### config.mk
export PLATFORM = sky130hd
export DESIGN_NAME = encoder_speed_pid_pwm
export DESIGN_NICKNAME = d
export VERILOG_FILES = /design/src/rtl/espp_pkg.sv /design/src/rtl/espp_csr.sv /design/src/rtl/espp_core.sv /design/src/rtl/encoder_speed_pid_pwm.sv
export SDC_FILE = /design/constraint.sdc
export NUM_CORES = 2
export LEC_CHECK = 0
export BUFFER_PORTS_ARGS = -buffer_cell sky130_fd_sc_hd__buf_2
export CAP_MARGIN = 20
export CELL_PAD_IN_SITES_DETAIL_PLACEMENT = 1
export CELL_PAD_IN_SITES_GLOBAL_PLACEMENT = 1
export CORE_MARGIN = 3
export CORE_UTILIZATION = 23
export DETAILED_ROUTE_END_ITERATION = 16
export GPL_TIMING_DRIVEN = 0
export PLACE_DENSITY_LB_ADDON = 0.1
export SLEW_MARGIN = 10
export SYNTH_ARGS = -nofsm -noshare
export SYNTH_HDL_FRONTEND = slang
export SYNTH_SLANG_ARGS = --single-unit
### constraint.sdc
create_clock -name clock -period 29.3 [get_ports clock]
set_input_delay 2.93 -clock clock [delete_from_list [all_inputs] [get_ports clock]]
set_output_delay 2.93 -clock clock [all_outputs]
set_load 0.01 [all_outputs]
### src/rtl/espp_pkg.sv
// ----------------------------------------------------------------------------
// Encoder speed PID controller package
// Shared widths, reset values, register indexes and types.
// ----------------------------------------------------------------------------
package espp_pkg;

   localparam int CNT_W         = 16;
   localparam int SPEED_W       = 20;
   localparam int ERR_W         = 22;
   localparam int GAIN_W        = 16;
   localparam int PROD_W        = GAIN_W + 1 + ERR_W;
   localparam int INTEG_W       = 40;
   localparam int Q_W           = 42;
   localparam int FRAC_W        = 12;
   localparam int DRIVE_VALUE_W = 14;
   localparam int CSR_ADDR_W    = 2;
   localparam int REQ_DATA_W    = 32;
   localparam int RSP_DATA_W    = 40;

   localparam int DRIVE_PERIOD_DEF = 15000;

   localparam logic [GAIN_W-1:0] KP_RESET = 16'd5325;
   localparam logic [GAIN_W-1:0] KD_RESET = 16'd4096;
   localparam logic [GAIN_W-1:0] KI_RESET = 16'd0;

   localparam logic [CSR_ADDR_W-1:0] REG_KP = 2'd0;
   localparam logic [CSR_ADDR_W-1:0] REG_KD = 2'd1;
   localparam logic [CSR_ADDR_W-1:0] REG_KI = 2'd2;

   typedef struct packed {
      logic [GAIN_W-1:0] kp;
      logic [GAIN_W-1:0] kd;
      logic [GAIN_W-1:0] ki;
   } gains_type;

   typedef struct packed {
      logic [SPEED_W-1:0]       measured_speed;
      logic                     pwm_write;
      logic [DRIVE_VALUE_W-1:0] drive_value;
   } result_type;

endpackage

### src/rtl/espp_csr.sv
// ----------------------------------------------------------------------------
// Encoder speed PID gain registers
// Holds the proportional, derivative and integral gains written over the
// configuration port.
// ----------------------------------------------------------------------------
module espp_csr (
   input  logic                              clock,
   input  logic                              reset,
   input  logic                              csr_we,
   input  logic [espp_pkg::CSR_ADDR_W-1:0]   csr_addr,
   input  logic [espp_pkg::GAIN_W-1:0]       csr_wdata,
   output espp_pkg::gains_type               gains
);
   import espp_pkg::*;

   gains_type gains_ff;
   gains_type gains_in;

   always_comb begin
      gains_in = gains_ff;
      if (csr_we) begin
         unique case (csr_addr)
            REG_KP:  gains_in.kp = csr_wdata;
            REG_KD:  gains_in.kd = csr_wdata;
            REG_KI:  gains_in.ki = csr_wdata;
            default: gains_in = gains_ff;
         endcase
      end
   end

   always_ff @(posedge clock) begin
      if (reset) begin
         gains_ff.kp <= KP_RESET;
         gains_ff.kd <= KD_RESET;
         gains_ff.ki <= KI_RESET;
      end else begin
         gains_ff <= gains_in;
      end
   end

   assign gains = gains_ff;

endmodule

### src/rtl/espp_core.sv
// ----------------------------------------------------------------------------
// Encoder speed PID datapath
// Measures speed, forms the PID correction, updates the drive and holds the
// controller state, which advances once per processed item.
// ----------------------------------------------------------------------------
module espp_core #(
   parameter int DRIVE_PERIOD = espp_pkg::DRIVE_PERIOD_DEF
) (
   input  logic                          clock,
   input  logic                          reset,
   input  logic                          advance,
   input  logic [espp_pkg::CNT_W-1:0]    encoder_count,
   input  logic [espp_pkg::CNT_W-1:0]    target_speed,
   input  espp_pkg::gains_type           gains,
   output espp_pkg::result_type          result
);
   import espp_pkg::*;

   localparam int DRIVE_W = (DRIVE_PERIOD > 2) ? $clog2(DRIVE_PERIOD) : 1;
   localparam int ND_W    = Q_W - FRAC_W;
   localparam logic signed [ND_W-1:0]    PERIOD_S  = ND_W'(DRIVE_PERIOD);
   localparam logic [DRIVE_W-1:0]        DRIVE_MAX = DRIVE_W'(DRIVE_PERIOD - 1);
   localparam logic signed [INTEG_W-1:0] INTEG_MAX = {1'b0, {(INTEG_W-1){1'b1}}};
   localparam logic signed [INTEG_W-1:0] INTEG_MIN = {1'b1, {(INTEG_W-1){1'b0}}};

   logic        [CNT_W-1:0]   last_count_ff, last_count_in;
   logic signed [ERR_W-1:0]   prev_err_ff, prev_err_in;
   logic signed [INTEG_W-1:0] integ_ff, integ_in;
   logic        [DRIVE_W-1:0] drive_ff, drive_in;

   logic        [CNT_W-1:0]          diff;
   logic        [SPEED_W-1:0]        speed;
   logic signed [ERR_W-1:0]          err;
   logic signed [ERR_W-1:0]          derr;
   logic signed [GAIN_W:0]           kp_s, kd_s, ki_s;
   logic signed [PROD_W-1:0]         p_term, d_term, i_term;
   logic signed [INTEG_W:0]          integ_sum;
   logic signed [Q_W-1:0]            q_sum;
   logic signed [ND_W-1:0]           nd;
   logic                             wr;
   logic        [DRIVE_W+DRIVE_VALUE_W-1:0] drive_ext;

   always_comb begin
      diff = (encoder_count >= last_count_ff) ? encoder_count - last_count_ff
                                              : last_count_ff - encoder_count;
      speed = {diff, 4'b0000} - {4'b0000, diff};
      err = $signed({{(ERR_W-CNT_W){1'b0}}, target_speed})
          - $signed({{(ERR_W-SPEED_W){1'b0}}, speed});
      derr = err - prev_err_ff;

      kp_s = $signed({1'b0, gains.kp});
      kd_s = $signed({1'b0, gains.kd});
      ki_s = $signed({1'b0, gains.ki});
      p_term = kp_s * err;
      d_term = kd_s * derr;
      i_term = ki_s * err;

      integ_sum = {integ_ff[INTEG_W-1], integ_ff}
                + {{(INTEG_W+1-PROD_W){i_term[PROD_W-1]}}, i_term};
      priority if (integ_sum[INTEG_W] != integ_sum[INTEG_W-1]) begin
         integ_in = integ_sum[INTEG_W] ? INTEG_MIN : INTEG_MAX;
      end else begin
         integ_in = integ_sum[INTEG_W-1:0];
      end

      q_sum = $signed({{(Q_W-FRAC_W-DRIVE_W){1'b0}}, drive_ff, {FRAC_W{1'b0}}})
            + {{(Q_W-PROD_W){p_term[PROD_W-1]}}, p_term}
            + {{(Q_W-PROD_W){d_term[PROD_W-1]}}, d_term}
            + {{(Q_W-INTEG_W){integ_in[INTEG_W-1]}}, integ_in};

      // Division by the Q4.12 unit, rounded toward zero.
      nd = q_sum[Q_W-1:FRAC_W]
         + ND_W'(q_sum[Q_W-1] && (q_sum[FRAC_W-1:0] != '0));

      wr = (nd > 0) && (nd < PERIOD_S);
      priority if (nd >= PERIOD_S) begin
         drive_in = DRIVE_MAX;
      end else if (nd <= 0) begin
         drive_in = '0;
      end else begin
         drive_in = nd[DRIVE_W-1:0];
      end

      last_count_in = encoder_count;
      prev_err_in   = err;

      drive_ext             = {{DRIVE_VALUE_W{1'b0}}, drive_in};
      result.measured_speed = speed;
      result.pwm_write      = wr;
      result.drive_value    = drive_ext[DRIVE_VALUE_W-1:0];
   end

   always_ff @(posedge clock) begin
      if (reset) begin
         last_count_ff <= '0;
         prev_err_ff   <= '0;
         integ_ff      <= '0;
         drive_ff      <= '0;
      end else if (advance) begin
         last_count_ff <= last_count_in;
         prev_err_ff   <= prev_err_in;
         integ_ff      <= integ_in;
         drive_ff      <= drive_in;
      end
   end

endmodule

### src/rtl/encoder_speed_pid_pwm.sv
// ----------------------------------------------------------------------------
// Encoder speed PID controller with PWM drive
// Takes an encoder count and a target speed per tick and returns the measured
// speed and the new PWM drive.
// ----------------------------------------------------------------------------
// The req channel carries one item per control tick: the encoder count and
// the target speed. The rsp channel returns one item per request: the
// measured speed, the PWM write flag on rsp_tuser and the clamped drive.
// Gains are to be written on the csr port only while no item is in flight;
// the block does not enforce it. An accepted item waits in the input
// register, where the whole PID update is computed; the output register
// then takes its result. One item is taken every cycle while the receiver
// does not stall. Controller state advances as an item leaves the input
// register. Reset clears the pipeline, the controller state and restores
// the default gains. When the receiver stalls, the output register holds
// its item and the input register still takes one more item before
// req_tready drops.
// ----------------------------------------------------------------------------
module encoder_speed_pid_pwm #(
   parameter int DRIVE_PERIOD = espp_pkg::DRIVE_PERIOD_DEF
) (
   input  logic                                 clock,
   input  logic                                 reset,
   input  logic                                 req_tvalid,
   output logic                                 req_tready,
   // encoder_count[15:0], target_speed[31:16]
   input  logic [espp_pkg::REQ_DATA_W-1:0]      req_tdata,
   output logic                                 rsp_tvalid,
   input  logic                                 rsp_tready,
   // measured_speed[19:0], drive_value[33:20], zero padding above
   output logic [espp_pkg::RSP_DATA_W-1:0]      rsp_tdata,
   // pwm_write[0]
   output logic                                 rsp_tuser,
   input  logic                                 csr_we,
   input  logic [espp_pkg::CSR_ADDR_W-1:0]      csr_addr,
   input  logic [espp_pkg::GAIN_W-1:0]          csr_wdata
);
   import espp_pkg::*;

   gains_type  gains;
   result_type result;

   logic             s1_valid_ff, s1_valid_in;
   logic [CNT_W-1:0] enc_ff, enc_in;
   logic [CNT_W-1:0] tgt_ff, tgt_in;
   logic             out_valid_ff, out_valid_in;
   result_type       out_ff, out_in;
   logic             out_free;
   logic             s1_adv;
   logic             req_fire;

   espp_csr u_csr (
      .clock     (clock),
      .reset     (reset),
      .csr_we    (csr_we),
      .csr_addr  (csr_addr),
      .csr_wdata (csr_wdata),
      .gains     (gains)
   );

   espp_core #(
      .DRIVE_PERIOD (DRIVE_PERIOD)
   ) u_core (
      .clock         (clock),
      .reset         (reset),
      .advance       (s1_adv),
      .encoder_count (enc_ff),
      .target_speed  (tgt_ff),
      .gains         (gains),
      .result        (result)
   );

   always_comb begin
      out_free   = !out_valid_ff || rsp_tready;
      s1_adv     = s1_valid_ff && out_free;
      req_tready = !s1_valid_ff || out_free;
      req_fire   = req_tvalid && req_tready;

      s1_valid_in = req_fire || (s1_valid_ff && !out_free);
      enc_in      = req_fire ? req_tdata[CNT_W-1:0] : enc_ff;
      tgt_in      = req_fire ? req_tdata[2*CNT_W-1:CNT_W] : tgt_ff;

      out_valid_in = s1_adv || (out_valid_ff && !rsp_tready);
      out_in       = s1_adv ? result : out_ff;
   end

   always_ff @(posedge clock) begin
      if (reset) begin
         s1_valid_ff  <= 1'b0;
         out_valid_ff <= 1'b0;
      end else begin
         s1_valid_ff  <= s1_valid_in;
         out_valid_ff <= out_valid_in;
      end
      enc_ff <= enc_in;
      tgt_ff <= tgt_in;
      out_ff <= out_in;
   end

   assign rsp_tvalid = out_valid_ff;
   assign rsp_tuser  = out_ff.pwm_write;
   assign rsp_tdata  = {{(RSP_DATA_W-SPEED_W-DRIVE_VALUE_W){1'b0}},
                        out_ff.drive_value, out_ff.measured_speed};

`ifndef SYNTHESIS
   a_write_nonzero: assert property (@(posedge clock) disable iff (reset)
      out_valid_ff && out_ff.pwm_write |-> out_ff.drive_value != '0)
      else $error("PWM write flagged with a zero drive");

   a_s1_held: assert property (@(posedge clock) disable iff (reset)
      s1_valid_ff && !out_free |=> s1_valid_ff)
      else $error("Input register dropped an item under stall");

   a_no_overwrite: assert property (@(posedge clock) disable iff (reset)
      req_fire && s1_valid_ff |-> s1_adv)
      else $error("Input register overwritten before it advanced");

   a_result_taken: assert property (@(posedge clock) disable iff (reset)
      s1_adv |=> out_valid_ff)
      else $error("Processed item did not reach the output register");
`endif

endmodule

# Word level (Yosys, flattened, before mapping)
# Index checks and enable logic that the tools add are counted.
# Widths: inputs -> output; s select.
[classes] addsub=10 n_mul=3 magnitude_cmp=5 n_eq_ne=3 muxes=5 reduce_logical=19
[op_table] cell="$add 42x42->42" count=2
[op_table] cell="$mux 40" count=2
[op_table] cell="$mul 17x21->38" count=2
[op_table] cell="$add 40x39->41" count=1
[op_table] cell="$add 27x39->40" count=1
[op_table] cell="$mul 17x22->39" count=1
[op_table] cell="$sub 16x16->16" count=2
[op_table] cell="$add 30x1->30" count=1
[op_table] cell="$ge 30x15->1 const B" count=1
[op_table] cell="$gt 30x1->1 const B" count=1
[op_table] cell="$le 30x1->1 const B" count=1
[op_table] cell="$lt 30x15->1 const B" count=1
[op_table] cell="$mux 14" count=2
[op_table] cell="$sub 21x21->22" count=1
[op_table] cell="$sub 16x20->21" count=1
[op_table] cell="$sub 20x16->20" count=1
[op_table] cell="$ge 16x16->1" count=1
[op_table] cell="$mux 16" count=1
[op_table] cell="$reduce_bool 12->1" count=1
[op_table] cell="$logic_and 1x1->1" count=6
[op_table] cell="$reduce_and 2->1" count=3
[op_table] cell="$logic_not 1->1" count=4
[op_table] cell="$logic_or 1x1->1" count=4
[op_table] cell="$eq 2x1->1 const B" count=1
[op_table] cell="3 further kinds" count=3
[word_totals] ff_bits=208 inputBits=55 out_inout_bits=43 wordCells=59

# Logic depth before layout (Yosys ltp)
[logic_depth] word_depth=15 depth_mapped=99 depth_no_buf=94

# Hierarchy
# Synthesis repeated with hierarchy kept, for this count alone.
[unflattened] hier_cells=6006 hier_area_um2=55054.1
[by_module_without_submodules] mod="espp_core" instances=1 cells_per_inst=5737 area_each_um2=50927.6 seq_area_each_um2=1821.7
[by_module_without_submodules] mod="encoder_speed_pid_pwm" instances=1 cells_per_inst=84 area_each_um2=2164.6 seq_area_each_um2=2052.0
[by_module_without_submodules] mod="espp_csr" instances=1 cells_per_inst=185 area_each_um2=1961.9 seq_area_each_um2=960.9

# Least setup slack after synthesis
# No wires, ideal clock.
[synth_path] kind="reg-to-reg" start="register enc_ff[0]" end="register u_core.drive_ff[6]" setup_time_ns=0.096 t_arrival_ns=19.022 t_required_ns=29.204 path_slack_ns=10.182 path_stages_with_launch=94 path_buffers=5 period_less_slack_ns=19.118 path_cell_list="edfxtp_1 inv_1 ha_1 inv_1 fa_1 nand3_1 and3_1 o22ai_2 nor3_2 buf_2 nor3_1 a31o_2 xor2_1 ha_1 a21o_1 or3_1 a41o_1 a31oi_1 (+58 left out) a21oi_1 nor2b_1 o21ai_0 a31oi_1 a31oi_1 ha_1 ha_1 inv_1 nor4_1 nand4_1 nor4_1 nand4_1 o21bai_1 a22oi_1 o211ai_1 a211o_1 buf_6 o41ai_2"
[synth_via] elab_chain_len=15 word_cells_on_any_way=24 cone_classes="add/sub (10); mul (3); order compare (3); eq/ne (1); mux (5); reduce/logical (2)"
[synth_lines] item="start, declared" line="encoder_speed_pid_pwm.sv:44" text="logic [CNT_W-1:0] enc_ff, enc_in;"
[synth_lines] item="start signal, assigned" line="encoder_speed_pid_pwm.sv:95" text="enc_ff <= enc_in;"
[synth_lines] item="$sub 16x16->16 (tied with other cells)" line="espp_core.sv:45" text=": last_count_ff - encoder_count;"
[synth_lines] item="$mux 16 *" line="espp_core.sv:44" text="diff = (encoder_count >= last_count_ff) ? encoder_count - last_count_ff"
[synth_lines] item="$sub 20x16->20 *" line="espp_core.sv:46" text="speed = {diff, 4'b0000} - {4'b0000, diff};"
[synth_lines] item="$sub 16x20->21 *" line="espp_core.sv:48" text="- $signed({{(ERR_W-SPEED_W){1'b0}}, speed});"
[synth_lines] item="net u_core.err[12]" line="espp_core.sv:33" text="logic signed [ERR_W-1:0] err;"
[synth_lines] item="$mul 17x21->38 *" line="espp_core.sv:56" text="i_term = ki_s * err;"
[synth_lines] item="$add 40x39->41 *" line="espp_core.sv:59" text="+ {{(INTEG_W+1-PROD_W){i_term[PROD_W-1]}}, i_term};"
[synth_lines] item="$mux 40 / $ne 1x1->1 (equally long branches)" line="espp_core.sv:61, espp_core.sv:60"
[synth_lines] item="$mux 40 *" line="espp_core.sv:60" text="priority if (integ_sum[INTEG_W] != integ_sum[INTEG_W-1]) begin"
[synth_lines] item="net u_core.integ_in[1]" line="espp_core.sv:28" text="logic signed [INTEG_W-1:0] integ_ff, integ_in;"
[synth_lines] item="$add 42x42->42 *" line="espp_core.sv:69" text="+ {{(Q_W-INTEG_W){integ_in[INTEG_W-1]}}, integ_in};"
[synth_lines] item="$reduce_bool 12->1" line="espp_core.sv:73" text="+ ND_W'(q_sum[Q_W-1] && (q_sum[FRAC_W-1:0] != '0));"
[synth_lines] item="$logic_and 1x1->1" line="espp_core.sv:73"
[synth_lines] item="$add 30x1->30 *" line="espp_core.sv:73"
[synth_lines] item="$le 30x1->1" line="espp_core.sv:78" text="end else if (nd <= 0) begin"
[synth_lines] item="$mux 14" line="espp_core.sv:78"
[synth_lines] item="$mux 14 *" line="espp_core.sv:76" text="priority if (nd >= PERIOD_S) begin"
[synth_lines] item="end signal, assigned" line="espp_core.sv:103" text="drive_ff <= drive_in;"
[synth_lines] item="end, declared" line="espp_core.sv:29" text="logic [DRIVE_W-1:0] drive_ff, drive_in;"
# Mark *: on every way through the listed nets, which the timed path passes. The rest lies on a longest branch.
# A chain may end at the register's enable or synchronous reset.

==> insert_results.sql <==
INSERT INTO impl_metrics (metric_group, metric, value, unit) VALUES
('min_path', 'holdPathStages', '2', ''),
('sta', 'slew_viol_final', '0', ''),
('sta', 'finalHoldViolCount', '0', ''),
('final_layout', 'layout.cells.most_common', 'sky130_fd_sc_hd__inv_1', ''),
('sta', 'layout_min_cycle_time', '26370', 'ps'),
('grt', 'via_count_of_the_first_global_routing_pass', '49040', ''),
('cts', 'post-cts-setup-buffer-count', '0', ''),
('logic_synthesis', 'postSynthAreaPerCell', '8.581', 'µm²'),
('sta', 'fin_setup_tns', '0', 'ps'),
('cts', 'tritoncts_num_sinks', '208', ''),
('placed_design', 'finalWeightedCongestion', '0.8380', ''),
('final_layout', 'final_net_count', '8356', ''),
('setup_path', 'crit_path_end_kind', 'register', ''),
('logic_synthesis', 'synth_sequential_area_ratio', '8.533', '%'),
('grt', 'grt.overflow.total', '0', ''),
('final_layout', 'drive_gt1_share', '4.795', '%'),
('cts', 'clock_tree.root_cell', 'sky130_fd_sc_hd__clkbuf_16', ''),
('cts', 'cts_tree', 'built', ''),
('min_path', 'hold_path_class', 'register to register', ''),
('logic_synthesis', 'postSynth.asyncResetShare', '0', '%'),
('cts', 'cts_hold_buffers', '0', ''),
('floorplan', 'die_height', '502.3', 'µm'),
('detailed_routing', 'avgViaCountPerCell', '4.488', ''),
('setup_path', 'r2r.worst_path.cells', '89', ''),
('final_layout', 'layoutNonFillerInstCount', '10010', ''),
('outcome', 'status', 'finished, final reports clean', ''),
('logic_synthesis', 'syn-instance-count', '6603', ''),
('setup_path', 'crit_required', '29750', 'ps'),
('grt', 'grt_start_max_net_pins', '45', ''),
('detailed_routing', 'postRouteWirelength', '236500', 'µm'),
('detailed_routing', 'detail_route.iter0.violations', '2230', ''),
('setup_path', 'slowest_cell_delay_on_critical_path', '860', 'ps'),
('final_layout', 'post-route-util', '25.83', '%'),
('floorplan', 'start_util', '23.21', '%'),
('floorplan', 'die_w', '502.3', 'µm'),
('cts', 'cts-htree-levels', '2', ''),
('cts', 'clk_path_buf_depth', '3', ''),
('placed_design', 'number_of_port_buffers', '90', ''),
('setup_path', 'ff2ff_setup_slack', '2930', 'ps'),
('detailed_routing', 'wire_per_inst', '23.63', 'µm'),
('setup_path', 'worstPathArrival', '26820', 'ps'),
('detailed_routing', 'via_count', '44930', ''),
('sta', 'fmax', '0.03792', 'GHz'),
('final_layout', 'layout.cell_area.non_filler', '63060', 'µm²'),
('cts', 'ctsResizeCount', '0', ''),
('setup_path', 'startpoint_type', 'register', ''),
('final_layout', 'most-common-layout-cells', 'sky130_fd_sc_hd__inv_1 (1392), sky130_fd_sc_hd__fa_1 (1066), sky130_fd_sc_hd__nand2_1 (925)', ''),
('cts', 'clk_pin_slew', '50', 'ps'),
('floorplan', 'die_area', '252300', 'µm²'),
('setup_path', 'cp_slowest_cell', 'sky130_fd_sc_hd__nor4_1', ''),
('job', 'cap_violations', '0', ''),
('logic_synthesis', 'synth_edf_count', '67', ''),
('setup_path', 'worst_r2r_endpoint', 'rsp_tdata[23]', ''),
('grt', 'grtUsageTotal', '18.93', '%'),
('floorplan', 'std_cell_rows', '181', ''),
('grt', 'grt_antenna_before_repair', '21', ''),
('sta', 'unrepaired_setup_endpoints_after_global_routing', 'false', ''),
('final_layout', 'layout-area-overhead-vs-synth', '11.30', '%'),
('placed_design', 'post_dp_cell_area', '61860', 'µm²'),
('detailed_routing', 'antenna_left', '0', ''),
('sta', 'worst-slew-pin-transition', '1165', 'ps'),
('sta', 'finClkSkew', '36.11', 'ps'),
('logic_synthesis', 'number_of_different_library_cells_in_the_post_synthesis_netlist', '117', ''),
('setup_path', 'worst-path-max-fanout', '10', ''),
('detailed_routing', 'drc', '0', ''),
('detailed_routing', 'detail_route.first_pass.iterations', '7', ''),
('sta', 'final-setup-viol-count', '0', ''),
('setup_path', 'crit-reg2reg-launch', 'enc_ff[0]', ''),
('setup_path', 'cp_common_cell', 'sky130_fd_sc_hd__fa_1', ''),
('floorplan', 'core', '244100', 'µm²'),
('cts', 'cts-buffers-inserted', '34', '');
Yosys cell counts (all sizes together) (40+ instances only):
library cell	number	area, µm²
and2	414	2590
nor2b	81	506.7
nor2	216	810.8
o21ai	181	920.9
xor2	80	719.4
nand2	927	3490
edfxtp	67	2012
xnor2	193	1713
ha	462	5781
a21o	95	713.2
dfxtp	141	2823
o21a	40	300.3
fa	1066	21340
clkbuf	232	873.3
nand3	68	340.3
inv	1393	5229
a21oi	319	1623
nor3	75	385.4
and3	41	261.5
how the worst max path moves through the flow:
| stage | from | end | slack (ps) | cells after the start |
|---|---|---|---|---|
| 2_1_floorplan | enc_ff[0] | u_core.drive_ff[6] | 10180 | 93 |
| 6_report | enc_ff[0] | rsp_tdata[23] | 2930 | 89 |
| 5_1_grt | enc_ff[0] | rsp_tdata[26] | 1190 | 87 |
| 4_1_cts | enc_ff[0] | rsp_tdata[30] | 2660 | 88 |
| 3_3_place_gp | enc_ff[0] | rsp_tdata[23] | 590 | 93 |
| 3_5_place_dp | enc_ff[0] | rsp_tdata[30] | 2800 | 88 |
sequential cells by signal, indices dropped and copies added, names as in the netlist:
name and flops:
enc_ff 16, rsp_tdata 34, rsp_tuser 1, rsp_tvalid 1, s1_valid_ff 1, tgt_ff 16, u_core.drive_ff 14, u_core.integ_ff 40
u_core.last_count_ff 16, u_core.prev_err_ff 21, u_csr.gains 48
cells by family after synthesis:
kind of cell | after synthesis | share of synthesized area, %
muxes | 24 | 0.4284
DFF | 208 | 8.533
adders and majority gates | 1549 | 48.24
xor gates and xnor gates | 274 | 4.333
other | 1 | 0.006619
AOI/OAI and AO/OA | 905 | 10.39
and+or+nand+nor | 1977 | 16.88
buffers and inverters | 1665 | 11.19
worst max-delay path, delay by kind of cell (launching register included):
family          cells  cell delay (ps)
compound gates     34             8780
fa+ha+maj          17             6910
simple gates       20             4990
buf+inv            13             3060
xor+xnor            4             1720
flops               1              420
mux                 1              280
metrics by stage:
| step | worst slack [ps] | hold WS [ps] |
|---|---|---|
| 6_report | 2930 | 460.0 |
| 5_1_grt | 1192 | 474.9 |
| 4_1_cts | 2656 | 458.4 |
| 3_5_place_dp | 2804 | 451.6 |
| 3_3_place_gp | 590.4 | 445.1 |
| 2_1_floorplan | 10180 | 431.5 |
metal layers:
layer,global-route usage (%),share of wire (%),vias up
li1,-,-,20790
met1,26.73,48,23560
met2,32.32,48,510
met3,1.690,2.6,77
met4,2.039,1.0,0
met5,0,0,-
layout make-up:
type / count / area [µm²]
antenna: 11 / 27.53
buffer: 270 / 1116
clock buffer: 45 / 942.2
clock inverter: 17 / 211.5
fill: 28770 / 181100
inverter: 1395 / 5236
multi-input combinational: 4735 / 45700
sequential: 208 / 4835
tap: 3202 / 4006
timing repair buffer: 129 / 983.4
Power is not shown: default switching activity piles up to over one toggle a cycle in this logic, so the estimate is an artifact.
